==> config.mk <==
export PLATFORM = sky130hd
export DESIGN_NAME = triangle_index_generator_top
export DESIGN_NICKNAME = d
export VERILOG_FILES = /design/src/design/tig_pkg.sv /design/src/design/triangle_index_generator_top.sv /design/src/design/tig_front.sv /design/src/design/tig_queue.sv /design/src/design/tig_back.sv
export SDC_FILE = /design/constraint.sdc
export NUM_CORES = 1
export LEC_CHECK = 0
export BUFFER_PORTS_ARGS = -buffer_cell sky130_fd_sc_hd__buf_2
export CAP_MARGIN = 30
export CORE_MARGIN = 2
export CORE_UTILIZATION = 35
export CTS_BUF_LIST = sky130_fd_sc_hd__clkbuf_8 sky130_fd_sc_hd__clkbuf_16
export DETAILED_ROUTE_END_ITERATION = 16
export PLACE_DENSITY = 0.49
export SYNTH_ARGS = -nofsm -noshare
export SYNTH_HDL_FRONTEND = slang
export SYNTH_SLANG_ARGS = --single-unit
==> constraint.sdc <==
create_clock -name i_clk -period 19.2 [get_ports i_clk]
set_input_delay 3.84 -clock i_clk [delete_from_list [all_inputs] [get_ports i_clk]]
set_output_delay 3.84 -clock i_clk [all_outputs]
set_load 0.02 [all_outputs]
==> src/design/tig_pkg.sv <==
// Shared types and constants for the triangle index generator.
package tig_pkg;

    localparam int INDEX_WIDTH = 32;
    localparam int COUNT_WIDTH = 32;
    localparam int DATA_WIDTH  = 32;
    localparam int CFG_IDX_W   = 2;
    localparam int STEP_W      = 3;

    // Position of the last index within a primitive.
    localparam logic [STEP_W-1:0] TRI_LAST_STEP  = STEP_W'(2);
    localparam logic [STEP_W-1:0] QUAD_LAST_STEP = STEP_W'(5);

    typedef enum logic [1:0] {
        MODE_NONE  = 2'd0,
        MODE_STRIP = 2'd1,
        MODE_FAN   = 2'd2,
        MODE_QUAD  = 2'd3
    } t_prim_mode;

    typedef enum logic [CFG_IDX_W-1:0] {
        CFG_PRIM_MODE    = 2'd0,
        CFG_FIRST_VERTEX = 2'd1,
        CFG_VERTEX_TOTAL = 2'd2
    } t_cfg_reg;

    // One primitive to be expanded into indices.
    typedef struct packed {
        t_prim_mode             mode;
        logic                   odd;
        logic                   last;
        logic [INDEX_WIDTH-1:0] first;
        logic [INDEX_WIDTH-1:0] base;
    } t_prim_cmd;

    typedef struct packed {
        logic      valid;
        t_prim_cmd cmd;
    } t_cmd_req;

endpackage

==> src/design/triangle_index_generator_top.sv <==
// Top level of the triangle index generator: configuration, front end, queue, back end.
//
// Usage:
// The configuration channel writes the primitive mode (index 0), the first vertex
// (index 1) and the vertex count (index 2). Writes are always taken; write only
// while the block is idle. Indexes beyond the list are ignored.
// Each request on the input channel asks for the next primitive of the draw.
// A request with restart set starts the draw over from the first primitive.
// The block answers a request with three indices for a strip or fan triangle,
// six for a quad, or none when the mode is none or the draw is exhausted.
// Each result carries the index and flags for the end of the primitive and the
// end of the draw.
// A request passes through the command queue and the output register before its
// first index appears. The back end emits one index per cycle while the receiver is
// ready; that expander sets the sustained rate. The front end accepts a request every
// cycle while the two-entry command queue has room.
// When the receiver stalls, the output register holds its index, the queue
// fills and then input ready drops. Reset clears the configuration to zero,
// the primitive counter, the queue and the output valid.
module triangle_index_generator_top (
    input  logic                               i_clk,
    input  logic                               i_rst_n,
    input  logic                               i_cfg_valid,
    output logic                               o_cfg_ready,
    input  logic [tig_pkg::CFG_IDX_W-1:0]      i_cfg_index,
    input  logic [tig_pkg::DATA_WIDTH-1:0]     i_cfg_data,
    input  logic                               i_in_valid,
    output logic                               o_in_ready,
    input  logic                               i_restart,
    output logic                               o_out_valid,
    input  logic                               i_out_ready,
    output logic [tig_pkg::INDEX_WIDTH-1:0]    o_vertex_index,
    output logic                               o_prim_end,
    output logic                               o_draw_end
);
    import tig_pkg::*;

    t_prim_mode             r_prim_mode;
    logic [DATA_WIDTH-1:0]  r_first_vertex;
    logic [DATA_WIDTH-1:0]  r_vertex_total;
    t_cmd_req               push;
    t_cmd_req               head;
    logic                   q_full;
    logic                   pop;

    // Configuration writes complete in the cycle they are presented.
    assign o_cfg_ready = 1'b1;

    always_ff @(posedge i_clk) begin
        if (!i_rst_n) begin
            r_prim_mode    <= MODE_NONE;
            r_first_vertex <= '0;
            r_vertex_total <= '0;
        end else if (i_cfg_valid) begin
            case (i_cfg_index)
                CFG_PRIM_MODE:    r_prim_mode    <= t_prim_mode'(i_cfg_data[1:0]);
                CFG_FIRST_VERTEX: r_first_vertex <= i_cfg_data;
                CFG_VERTEX_TOTAL: r_vertex_total <= i_cfg_data;
                default: begin
                end
            endcase
        end
    end

    // The front end decides whether a request yields a primitive and
    // computes its base index.
    tig_front u_front (
        .i_clk          (i_clk),
        .i_rst_n        (i_rst_n),
        .i_prim_mode    (r_prim_mode),
        .i_first_vertex (r_first_vertex),
        .i_vertex_total (r_vertex_total),
        .i_in_valid     (i_in_valid),
        .o_in_ready     (o_in_ready),
        .i_restart      (i_restart),
        .i_q_full       (q_full),
        .o_push         (push)
    );

    // The queue decouples request intake from index emission.
    tig_queue u_queue (
        .i_clk   (i_clk),
        .i_rst_n (i_rst_n),
        .i_push  (push),
        .o_full  (q_full),
        .o_head  (head),
        .i_pop   (pop)
    );

    // The back end walks each primitive one index per cycle into the
    // output register while the receiver is ready.
    tig_back u_back (
        .i_clk          (i_clk),
        .i_rst_n        (i_rst_n),
        .i_head         (head),
        .o_pop          (pop),
        .o_out_valid    (o_out_valid),
        .i_out_ready    (i_out_ready),
        .o_vertex_index (o_vertex_index),
        .o_prim_end     (o_prim_end),
        .o_draw_end     (o_draw_end)
    );

endmodule

==> src/design/tig_front.sv <==
// Front end: accepts requests, tracks the primitive counter and classifies each primitive.
module tig_front (
    input  logic                               i_clk,
    input  logic                               i_rst_n,
    input  tig_pkg::t_prim_mode                i_prim_mode,
    input  logic [tig_pkg::DATA_WIDTH-1:0]     i_first_vertex,
    input  logic [tig_pkg::DATA_WIDTH-1:0]     i_vertex_total,
    input  logic                               i_in_valid,
    output logic                               o_in_ready,
    input  logic                               i_restart,
    input  logic                               i_q_full,
    output tig_pkg::t_cmd_req                  o_push
);
    import tig_pkg::*;

    logic [COUNT_WIDTH-1:0] r_counter, n_counter;
    logic [COUNT_WIDTH-1:0] prim_total;
    logic [COUNT_WIDTH-1:0] prim_total_m1;
    logic [COUNT_WIDTH-1:0] k;
    logic [INDEX_WIDTH-1:0] start;
    logic [INDEX_WIDTH-1:0] step_off;
    logic                   accept;
    logic                   live;

    // Primitive count of the draw as currently configured, and the number of its
    // last primitive, so a request right after a register write sees the new draw.
    always_comb begin
        case (i_prim_mode)
            MODE_STRIP, MODE_FAN: begin
                prim_total    = (i_vertex_total >= COUNT_WIDTH'(3))
                              ? (i_vertex_total - COUNT_WIDTH'(2)) : '0;
                prim_total_m1 = i_vertex_total - COUNT_WIDTH'(3);
            end
            MODE_QUAD: begin
                prim_total    = i_vertex_total >> 2;
                prim_total_m1 = (i_vertex_total >> 2) - COUNT_WIDTH'(1);
            end
            default: begin
                prim_total    = '0;
                prim_total_m1 = '1;
            end
        endcase
    end

    always_comb begin
        o_in_ready = !i_q_full;
        accept     = i_in_valid && !i_q_full;
        k          = i_restart ? '0 : r_counter;
        live       = (i_prim_mode != MODE_NONE) && (k < prim_total);
        start      = i_first_vertex[INDEX_WIDTH-1:0];
        if (i_prim_mode == MODE_QUAD) begin
            step_off = {k[INDEX_WIDTH-3:0], 2'b00};
        end else begin
            step_off = k[INDEX_WIDTH-1:0];
        end
        n_counter = r_counter;
        if (accept) begin
            n_counter = live ? (k + COUNT_WIDTH'(1)) : k;
        end
        o_push.valid     = accept && live;
        o_push.cmd.mode  = i_prim_mode;
        o_push.cmd.odd   = k[0];
        o_push.cmd.last  = (k == prim_total_m1);
        o_push.cmd.first = start;
        o_push.cmd.base  = start + step_off;
    end

    always_ff @(posedge i_clk) begin
        if (!i_rst_n) begin
            r_counter <= '0;
        end else begin
            r_counter <= n_counter;
        end
    end

endmodule

==> src/design/tig_queue.sv <==
// Two-entry command queue between the front end and the index expander.
module tig_queue (
    input  logic                i_clk,
    input  logic                i_rst_n,
    input  tig_pkg::t_cmd_req   i_push,
    output logic                o_full,
    output tig_pkg::t_cmd_req   o_head,
    input  logic                i_pop
);
    import tig_pkg::*;

    t_prim_cmd   r_mem [2];
    logic        r_wr_ptr, n_wr_ptr;
    logic        r_rd_ptr, n_rd_ptr;
    logic [1:0]  r_count, n_count;
    logic        do_push;
    logic        do_pop;

    always_comb begin
        o_full       = (r_count == 2'd2);
        do_push      = i_push.valid && !o_full;
        do_pop       = i_pop && (r_count != 2'd0);
        o_head.valid = (r_count != 2'd0);
        o_head.cmd   = r_mem[r_rd_ptr];
        n_wr_ptr     = do_push ? !r_wr_ptr : r_wr_ptr;
        n_rd_ptr     = do_pop ? !r_rd_ptr : r_rd_ptr;
        n_count      = r_count + 2'(do_push) - 2'(do_pop);
    end

    always_ff @(posedge i_clk) begin
        if (do_push) begin
            r_mem[r_wr_ptr] <= i_push.cmd;
        end
    end

    always_ff @(posedge i_clk) begin
        if (!i_rst_n) begin
            r_wr_ptr <= 1'b0;
            r_rd_ptr <= 1'b0;
            r_count  <= 2'd0;
        end else begin
            r_wr_ptr <= n_wr_ptr;
            r_rd_ptr <= n_rd_ptr;
            r_count  <= n_count;
        end
    end

endmodule

==> src/design/tig_back.sv <==
// Back end: expands one queued primitive into its indices, one per cycle unless stalled.
module tig_back (
    input  logic                               i_clk,
    input  logic                               i_rst_n,
    input  tig_pkg::t_cmd_req                  i_head,
    output logic                               o_pop,
    output logic                               o_out_valid,
    input  logic                               i_out_ready,
    output logic [tig_pkg::INDEX_WIDTH-1:0]    o_vertex_index,
    output logic                               o_prim_end,
    output logic                               o_draw_end
);
    import tig_pkg::*;

    logic [STEP_W-1:0]      r_step, n_step;
    logic                   r_valid, n_valid;
    logic [INDEX_WIDTH-1:0] r_index, n_index;
    logic                   r_prim_end, n_prim_end;
    logic                   r_draw_end, n_draw_end;
    logic [STEP_W-1:0]      last_step;
    logic [1:0]             offset;
    logic                   advance;
    logic                   at_end;

    // Offset of each index from the primitive's base.
    function automatic logic [1:0] index_offset(t_prim_mode mode, logic odd,
                                                logic [STEP_W-1:0] step);
        logic [1:0] off;
        off = 2'd0;
        case (mode)
            MODE_QUAD: begin
                case (step)
                    3'd1:    off = 2'd1;
                    3'd2:    off = 2'd2;
                    3'd3:    off = 2'd2;
                    3'd4:    off = 2'd1;
                    3'd5:    off = 2'd3;
                    default: off = 2'd0;
                endcase
            end
            default: begin
                // Strip winding swaps the last two vertices on odd triangles.
                case (step)
                    3'd1:    off = (odd && mode == MODE_STRIP) ? 2'd2 : 2'd1;
                    3'd2:    off = (odd && mode == MODE_STRIP) ? 2'd1 : 2'd2;
                    default: off = 2'd0;
                endcase
            end
        endcase
        return off;
    endfunction

    always_comb begin
        last_step = (i_head.cmd.mode == MODE_QUAD) ? QUAD_LAST_STEP : TRI_LAST_STEP;
        offset    = index_offset(i_head.cmd.mode, i_head.cmd.odd, r_step);
        advance   = !r_valid || i_out_ready;
        at_end    = (r_step == last_step);
        o_pop     = advance && i_head.valid && at_end;

        n_step     = r_step;
        n_valid    = r_valid;
        n_index    = r_index;
        n_prim_end = r_prim_end;
        n_draw_end = r_draw_end;
        if (advance) begin
            n_valid = i_head.valid;
            if (i_head.valid) begin
                if (i_head.cmd.mode == MODE_FAN && r_step == '0) begin
                    n_index = i_head.cmd.first;
                end else begin
                    n_index = i_head.cmd.base + INDEX_WIDTH'(offset);
                end
                n_prim_end = at_end;
                n_draw_end = at_end && i_head.cmd.last;
                n_step     = at_end ? '0 : (r_step + STEP_W'(1));
            end
        end

        o_out_valid    = r_valid;
        o_vertex_index = r_index;
        o_prim_end     = r_prim_end;
        o_draw_end     = r_draw_end;
    end

    always_ff @(posedge i_clk) begin
        r_index    <= n_index;
        r_prim_end <= n_prim_end;
        r_draw_end <= n_draw_end;
    end

    always_ff @(posedge i_clk) begin
        if (!i_rst_n) begin
            r_step  <= '0;
            r_valid <= 1'b0;
        end else begin
            r_step  <= n_step;
            r_valid <= n_valid;
        end
    end

`ifndef SYNTHESIS
    a_draw_end_on_prim_end: assert property (@(posedge i_clk) disable iff (!i_rst_n)
        (r_valid && r_draw_end) |-> r_prim_end)
        else $error("draw end flagged on an index that does not end a primitive");

    a_step_restarts: assert property (@(posedge i_clk) disable iff (!i_rst_n)
        o_pop |=> (r_step == '0))
        else $error("step counter not cleared after a primitive completed");

    a_step_in_range: assert property (@(posedge i_clk) disable iff (!i_rst_n)
        i_head.valid |-> (r_step <= last_step))
        else $error("step counter ran past the last index of the primitive");
`endif

endmodule

==> results.py, run 1 <==
metrics = {
    "clock_network": {
        "tritoncts": "done",
        "clockRootBuffer": "clkbuf_16",
        "post_cts_buffers": 0,
        "cts_buffers": 31,
        "cts_hold_buffers": 0,
        "cts.clk_slew.worst_paths_ps": 60,
        "ctsResizeCount": 0,
        "clock_latency_ps": 580,
        "clock-sinks": 277,
        "h-tree-depth": 1,
        "clk_path_buf_depth": 3,
    },
    "setup_path": {
        "rr_startpoint": "r_vertex_total[2]$_SDFFE_PN0P_",
        "start_kind": "input pin",
        "cpMostUsedCell": "a21o_1",
        "critical-path-top-delay-family": "simple AND/OR/NAND/NOR gates",
        "path_max_fanout": 51,
        "path_cells": "buf_2 > nor2b_1 > ha_1 > a21o_1 > a21o_1 > a21oi_1 > o211a_1 > o32ai_1 > nor4_2 > nand2_2 > nor2_4 > buf_4",
        "worst_ep_arrival_time_ps": 8160,
        "cp_num_buf_inv": 2,
        "critPathLaunch": "i_restart",
        "setup.worst_path.class": "in2reg",
        "cp.required_ps": 19400,
        "end_kind": "flip-flop",
        "rrSetupSlack_ps": 12460,
        "cp_slowest_cell": "buf_4",
        "cp_slowest_stage_delay_ps": 670,
    },
    "route": {
        "routedWlPerCell_um": 18.8,
        "totalWireLength_um": 46100,
        "postRouteAntennaNets": 0,
        "drc": 0,
        "post_drt_via_cell_ratio": 5.35,
        "vias": 13148,
        "drtPass1Iterations": 5,
        "drt_iter0_markers": 1022,
    },
    "synth": {
        "syn_nets": 1921,
        "syn_area_mm2": 0.0171,
        "synth_seq_cells": 277,
        "syn_area_per_cell_um2": 9.52,
        "yosys.area.top_type": "edfxtp_1",
        "async_flop_share_pct": 0,
        "synthFlopType": "edfxtp_1",
        "ys_seq_area_share_pct": 42.3,
        "synthTopCellsByArea": "edfxtp_1 (30%), dfxtp_1 (12%), nand2_1 (5.8%)",
        "synth_edf_count": 170,
        "yosysTopAreaCellShare_pct": 29.8,
        "postSynthCellCount": 1801,
        "ys_warn_count": 0,
        "yosysUniqueCellTypes": 85,
    },
    "sta": {
        "min_period_ps": 7960,
        "skew_ps": 17.4,
        "slew_headroom_pct": 35.7,
        "finalHoldViolations": 0,
        "finalSetupTns_ps": 0,
        "tightest_slew_ps": 961,
        "rsz0062_at_grt": "no",
        "fmax_ghz": 0.126,
        "setup_viol": 0,
        "fin_crit_sh_pct": 41.5,
        "slew_viol_final": 0,
    },
    "placement": {
        "dp_hpwl_um": 33900,
        "postPlaceCellArea_mm2": 0.0179,
        "portBuffers": 75,
        "place_congestion": 0.855,
        "dp.cells": 2398,
    },
    "finish": {
        "syn_to_final_growth_pct": 10.7,
        "design_area_mm2": 0.0190,
        "layout_commonest_cell": "nand2_1",
        "antenna_cells": 0,
        "drive_gt1_share_pct": 11.6,
        "finalCoreUtilization_pct": 39.0,
        "instances_no_fill": 2456,
        "nets": 1929,
        "mostFrequentLayoutCells": "nand2_1 (266), edfxtp_1 (170), a21oi_1 (132), dfxtp_1 (106), xnor2_1 (92)",
    },
    "hold_path": {
        "hold_start": "u_front.r_counter[29]$_SDFFE_PN0P_",
        "min_path_type": "reg2reg",
    },
    "job": {
        "drv_cap": 0,
    },
    "outcome": {
        "status": "complete, no violations",
    },
    "global_route": {
        "first_global_vias": 12599,
        "grt_overflow": 0,
        "grt_max_degree": 70,
        "track_usage_pct": 17.9,
        "antenna_found_initial": 0,
        "grt_pass1_wl_um": 71800,
    },
    "floorplan": {
        "fp.dieH_um": 225,
        "core_region_area_mm2": 0.0486,
        "fp.dieArea_mm2": 0.0508,
        "start_util_pct": 35.2,
        "die_x_um": 225,
        "boundaryPins": 77,
        "num_rows": 81,
    },
    "power_and_ir_drop": {
        "p_per_area_mw_per_mm2": 73.4,
        "power.leakage_nw": 7.11,
        "peakVddDrop_mv": 0.0546,
    },
}
[report_power, final]
group          switching, W  internal [W]
registers         0.0000120      0.000634
clock network      0.000246      0.000359
logic             0.0000875     0.0000535
total              0.000345       0.00105
[synthesized netlist by cell type (all sizes together) (11+ instances only)]
cell    count
a211oi     11
inv        40
nor2       85
nand2     268
a21o       22
mux2i      70
nand2b     24
buf        50
xor2       77
clkbuf     69
edfxtp    170
mux2       28
xnor2      92
a21oi     133
a22oi      26
dfxtp     107
a221oi     29
nor3       39
o21ai      70
ha         78
nor4       32
nand4      32
nor2b      31
nand3      58
o21a       12
[layout make-up]
cell class	count	area, um^2
well taps	622	778
clock buffers	31	776
inverters	40	150
clock inverters	27	255
fillers	4821	29700
multi-input cells	1365	9230
flip-flops and latches	277	7250
repair buffers	94	538
[path summary, 6_finish.rpt]
check	endpoint	cells after the start
max	u_queue.r_mem[0][61]$_DFFE_PP_	12
min	u_front.r_counter[29]$_SDFFE_PN0P_	2
max reg2reg	u_queue.r_mem[0][61]$_DFFE_PP_	16
min reg2reg	u_front.r_counter[29]$_SDFFE_PN0P_	2
[per-stage QoR]
step                      total power, W  hold slack (ps)  setup slack (ps)
after floorplan                 0.000763              452              9360
after global placement          0.000797              481             10680
after detailed placement        0.000798              490             10610
after CTS                        0.00141              502             11220
after global routing             0.00145              518             10910
final                            0.00139              497             11240
[metal layers]
metal	vias to the layer above	track usage, %	part of all wire (%)
met5	-	0	0
met4	0	4.42	2.2
met3	58	1.80	2.9
met2	216	29.1	45
met1	6319	25.6	49
li1	6555	-	-
[flip-flops by register name, indices dropped and copies added, names as in the netlist, named ones only]
register               flops
r_prim_mode                2
r_vertex_total            32
u_queue.r_mem            136
u_back.r_step              3
u_queue.r_count            2
u_front.r_counter         32
u_back.o_prim_end          1
r_first_vertex            32
u_queue.r_rd_ptr           1
u_back.o_vertex_index     32
u_queue.r_wr_ptr           1
u_back.o_draw_end          1
u_back.o_out_valid         1
[kinds of logic after synthesis]
group	after synthesis	share of synthesized area [%]
simple gates	648	19.2
compound gates	368	13.9
flops	277	42.3
xor+xnor	169	8.64
buf+inv	159	3.95
mux	99	6.06
fa+ha+maj	80	5.93
other cells	1	0.0219
[worst register-to-register path: stages (launching register included)]
cell and delay (ps):
dfxtp_1 570, inv_1 190, ha_1 330, or3b_1 470
nor3_4 120, a41oi_4 830, a22oi_1 250, ha_1 370
a21o_1 160, a21o_1 160, a21oi_1 130, o211a_1 240
o32ai_1 130, nor4_2 650, nand2_2 370, nor2_4 620
buf_4 700
Power figures use the tool's default switching activity.
==> run 2: changes to the inputs <==
Clock period 19.2 ns to 7.9 ns, I/O delays scaled along.
==> results.py, run 2 (synthesized netlist as in run 1, its figures left out) <==
metrics = {
    "placement": {
        "portBuffers": 75,
        "place_ws_ps": 2050,
        "place_congestion": 0.884,
        "dp_hpwl_um": 34400,
    },
    "route": {
        "drc": 0,
        "drt_iter0_markers": 994,
        "vias": 13241,
        "postRouteAntennaNets": 0,
        "post_drt_via_cell_ratio": 5.38,
        "routedWlPerCell_um": 18.7,
        "drtPass1Iterations": 6,
        "totalWireLength_um": 46000,
    },
    "power_and_ir_drop": {
        "seqPwrFrac_pct": 45.5,
        "intPower_w": 0.00257,
        "power.leakage_nw": 7.16,
        "pwr-share-comb_pct": 10.1,
        "p_per_area_mw_per_mm2": 181,
        "power.share.clock_pct": 44.3,
        "sw_frac_of_total_pct": 25.5,
        "p_sw_w": 0.000880,
        "peakVddDrop_mv": 0.119,
    },
    "clock_network": {
        "clk_path_buf_depth": 3,
        "post_cts_buffers": 0,
        "tritoncts": "done",
        "clock-sinks": 277,
        "cts_buffers": 34,
        "cts.clk_slew.worst_paths_ps": 60,
        "clockRootBuffer": "clkbuf_16",
        "ctsResizeCount": 0,
        "clock_latency_ps": 550,
        "cts_hold_buffers": 0,
        "h-tree-depth": 2,
    },
    "setup_path": {
        "path_cells": "buf_4 > inv_1 > ha_1 > nand2_1 > nor3_1 > nand3_1 > nor2_1 > nand2_1 > nor3_1 > xor2_1 > a22oi_1 > ha_1 > nand4_1 > nor2_1 > nand3_1 > o32ai_1 > nor4_2 > nand2_2 > nor2_4 > buf_12",
        "rr_worst_depth": 20,
        "cp_slowest_cell": "nor4_2",
        "path_max_fanout": 54,
        "start_kind": "flip-flop",
        "cp.required_ps": 8100,
        "worst_ep_arrival_time_ps": 6090,
        "end_kind": "flip-flop",
        "cp_slowest_stage_delay_ps": 690,
        "setup.worst_path.class": "reg2reg",
    },
    "finish": {
        "syn_to_final_growth_pct": 11.4,
        "mostFrequentLayoutCells": "nand2_1 (266), edfxtp_1 (170), a21oi_1 (132), dfxtp_1 (106), xnor2_1 (92)",
        "drive_gt1_share_pct": 12.0,
        "nets": 1936,
        "largest_register_ff_count": 136,
        "antenna_cells": 0,
        "layout_commonest_cell": "nand2_1",
        "largest_register": "u_queue.r_mem",
    },
    "job": {
        "drv_cap": 0,
    },
    "global_route": {
        "grtUsageMet2_pct": 29.1,
        "grt_max_degree": 90,
        "first_global_vias": 12623,
        "use_met3_pct": 2.49,
        "antenna_found_initial": 0,
        "gr-max-usage-layer": "met2",
        "grt_overflow": 0,
        "grt_pass1_wl_um": 72100,
        "track_usage_pct": 18.2,
        "gr-usage-met1_pct": 25.3,
    },
    "floorplan": {
        "fp.dieH_um": 225,
        "core_region_area_mm2": 0.0486,
        "boundaryPins": 77,
        "fp.dieArea_mm2": 0.0508,
        "die_x_um": 225,
        "num_rows": 81,
        "start_util_pct": 35.2,
    },
    "outcome": {
        "status": "complete, no violations",
    },
    "sta": {
        "slew_viol_final": 0,
        "min_period_ps": 5890,
        "slew_headroom_pct": 40.0,
        "finalHoldViolations": 0,
        "rsz0062_at_grt": "no",
        "fmax_ghz": 0.170,
        "tightest_slew_ps": 892,
        "skew_ps": 31.6,
        "setup_viol": 0,
        "timing.final.ws_setup_ps": 2010,
        "finalSetupTns_ps": 0,
        "fin_crit_sh_pct": 74.6,
    },
    "hold_path": {
        "worstHoldPathCells": 2,
        "min_path_type": "reg2reg",
    },
}
==> run 2: critical path, delay by kind of cell, from the launching register on <==
family	cells	cell delay (ps)
XOR/XNOR	1	180
flip-flops	1	300
adder cells (fa/ha/maj)	2	560
buffers and inverters	3	730
AND/OR/NAND/NOR	12	3490
AO/OA/AOI/OAI	2	230
==> run 2: layout make-up <==
| type | count | area (um^2) |
|---|---|---|
| Sequential cell | 277 | 7250 |
| Clock inverter | 24 | 195 |
| Timing Repair Buffer | 98 | 584 |
| Multi-Input combinational cell | 1365 | 9230 |
| Inverter | 40 | 150 |
| Fill cell | 4813 | 29600 |
| Clock buffer | 37 | 903 |
| Tap cell | 622 | 778 |
==> run 2: worst paths after layout <==
path                                       from                                  to  slack [ps]
max              r_vertex_total[1]$_SDFFE_PN0P_      u_queue.r_mem[0][30]$_DFFE_PP_        2010
min          u_front.r_counter[29]$_SDFFE_PN0P_  u_front.r_counter[29]$_SDFFE_PN0P_         490
max reg2reg      r_vertex_total[1]$_SDFFE_PN0P_      u_queue.r_mem[0][30]$_DFFE_PP_        2010
min reg2reg  u_front.r_counter[29]$_SDFFE_PN0P_  u_front.r_counter[29]$_SDFFE_PN0P_         490
==> run 2: metal layers <==
metal  part of all wire, %  vias to the layer above
met2                    45                      305
li1                      -                     6562
met1                    48                     6311
met5                     0                        -
met4                   2.7                        0
met3                   4.1                       63
==> run 2: per-stage QoR <==
step                      utilization (%)  area (um^2)  instances  hold WS [ps]  total power, W
after global placement               36.9        18000       2400           471         0.00195
after detailed placement             36.9        18000       2401           485         0.00194
after floorplan                         -        17100       1801           452         0.00185
after global routing                 39.2        19100       2463           522         0.00358
after CTS                            39.2        19100       2462           492         0.00349
final                                39.2        19100       2463           490         0.00345
==> run 2: power groups by stage <==
| stage | sequential [W] | combinational (W) | clock [W] |
|---|---|---|---|
| after global routing | 0.00157 | 0.000386 | 0.00162 |
| after floorplan | 0.00158 | 0.000272 | 0 |
| after detailed placement | 0.00160 | 0.000344 | 0 |
| after global placement | 0.00160 | 0.000348 | 0 |
| final | 0.00157 | 0.000350 | 0.00153 |
| after CTS | 0.00157 | 0.000348 | 0.00158 |
==> run 3: changes to the inputs <==
Settings changed: PLACE_DENSITY 0.49 to 0.51.
Clock period 7.9 ns to 4.97 ns, I/O delays scaled along.
==> results.py, run 3 (synthesized netlist as in run 1, its figures left out) <==
metrics = {
    "clock_network": {
        "cts_buffers": 31,
        "clockRootBuffer": "clkbuf_16",
        "h-tree-depth": 1,
        "ctsResizeCount": 0,
        "tritoncts": "done",
        "clock-sinks": 277,
        "clk_path_buf_depth": 3,
        "clock_latency_ps": 570,
        "cts.clk_slew.worst_paths_ps": 60,
    },
    "placement": {
        "portBuffers": 75,
        "place_congestion": 0.923,
        "place_ws_ps": 132,
        "dp_hpwl_um": 37000,
    },
    "hold_path": {
        "hold_end": "r_first_vertex[13]$_SDFFE_PN0P_",
        "min_path_type": "reg2reg",
        "hold_start": "r_first_vertex[13]$_SDFFE_PN0P_",
        "worstHoldPathCells": 2,
    },
    "power_and_ir_drop": {
        "power.leakage_nw": 7.64,
        "peakVddDrop_mv": 0.259,
        "p_per_area_mw_per_mm2": 278,
    },
    "sta": {
        "setup_viol": 0,
        "slew_headroom_pct": 46.4,
        "fmax_ghz": 0.208,
        "slew_viol_final": 0,
        "skew_ps": 21.2,
        "rsz0062_at_grt": "no",
        "tightest_slew_ps": 804,
        "min_period_ps": 4820,
        "fin_crit_sh_pct": 96.9,
        "finalSetupTns_ps": 0,
        "finalHoldViolations": 0,
        "timing.final.ws_setup_ps": 152,
    },
    "floorplan": {
        "fp.dieH_um": 225,
        "start_util_pct": 35.2,
        "num_rows": 81,
        "fp.dieArea_mm2": 0.0508,
        "core_region_area_mm2": 0.0486,
        "boundaryPins": 77,
        "die_x_um": 225,
    },
    "setup_path": {
        "rrSetupSlack_ps": 150,
        "path_max_fanout": 28,
        "rr_startpoint": "r_vertex_total[6]$_SDFFE_PN0P_",
        "end_kind": "flip-flop",
        "setup.worst_path.class": "reg2reg",
        "critPathLaunch": "r_vertex_total[6]$_SDFFE_PN0P_",
        "start_kind": "flip-flop",
        "rr_worst_depth": 17,
        "cp.required_ps": 5460,
        "r2r_end": "u_front.r_counter[25]$_SDFFE_PN0P_",
        "worst_ep_arrival_time_ps": 5310,
    },
    "route": {
        "post_drt_via_cell_ratio": 5.33,
        "postRouteAntennaNets": 0,
        "totalWireLength_um": 48800,
        "drc": 0,
        "drt_iter0_markers": 816,
        "drtPass1Iterations": 5,
        "vias": 13568,
        "routedWlPerCell_um": 19.2,
    },
    "finish": {
        "mostFrequentLayoutCells": "nand2_1 (266), edfxtp_1 (170), a21oi_1 (132), dfxtp_1 (106), buf_4 (98)",
        "antenna_cells": 0,
        "drive_gt1_share_pct": 16.0,
        "largest_register_ff_count": 136,
        "largest_register": "u_queue.r_mem",
        "layout_commonest_cell": "nand2_1",
        "syn_to_final_growth_pct": 15.8,
        "nets": 2018,
    },
    "global_route": {
        "grt_overflow": 0,
        "first_global_vias": 13312,
        "grt_pass1_wl_um": 75900,
        "antenna_found_initial": 0,
        "track_usage_pct": 19.2,
        "grt_max_degree": 59,
    },
    "job": {
        "drv_cap": 0,
    },
    "outcome": {
        "status": "complete, no violations",
    },
}
## run 3: cell count changes in the layout (fill, tap and decap cells not counted), sizes merged
cell and change:
clkbuf +2, inv +3, clkinvlp -4, clkinv -7
bufinv +2, buf +85
## run 3: what timing repair did
action | CTS | global route
hold buffers | 0 | 0
buffers inserted | 0 | 3
setup endpoints to repair | 0 | 63
## run 3: how the worst max path moves through the flow
stage,endpoint,slack [ps],cells past startpoint
3_3_place_gp,u_queue.r_mem[0][37]$_DFFE_PP_,70,15
6_report,u_front.r_counter[25]$_SDFFE_PN0P_,150,17
4_1_cts,u_queue.r_mem[0][36]$_DFFE_PP_,90,15
2_1_floorplan,u_queue.r_mem[0][0]$_DFFE_PP_,5,19
5_1_grt,u_front.r_counter[25]$_SDFFE_PN0P_,9,19
3_5_place_dp,u_queue.r_mem[0][37]$_DFFE_PP_,130,15
## run 3: report_power, final
group          switching (W)  internal (W)
combinational       0.000379      0.000256
clock               0.000921       0.00148
sequential         0.0000294       0.00245
## run 3: routing by layer
layer | part of all wire [%] | GRT usage [%] | routed length (um)
met5 | 0 | 0 | 0
met4 | 2.8 | 5.77 | 1380
met3 | 4.4 | 2.63 | 2140
met2 | 45 | 31.4 | 22100
met1 | 47 | 26.4 | 23100
## run 3: final cells by class
cell class | count | area (um^2)
well taps | 622 | 778
clock inverters | 18 | 181
multi-input cells | 1365 | 9260
flip-flops and latches | 277 | 7250
clock buffers | 39 | 908
repair buffers | 183 | 1310
fillers | 4782 | 28800
inverters | 40 | 155
## run 3: stage by stage
step                      hold WS [ps]  std cells  total power [W]  utilization (%)  area [um^2]
after floorplan                    452       1801          0.00295                -        17200
after global placement             471       2484          0.00315             38.5        18700
after detailed placement           488       2484          0.00316             38.5        18700
after CTS                          497       2541          0.00558             40.7        19800
after global routing               520       2544          0.00575             40.8        19800
final                              497       2544          0.00552             40.8        19800
## run 3: critical path, cell delays in order, from the launching register on
cell,delay [ps]
dfxtp_1,410
or4_4,610
nor3_4,330
a41oi_4,170
buf_12,200
a22oi_1,280
ha_1,310
a21o_1,180
a21o_1,160
a21oi_1,340
nand2_1,200
o21ai_0,340
a2bb2oi_4,210
buf_4,140
buf_4,130
nand3_2,130
or4_1,430
a21oi_1,170
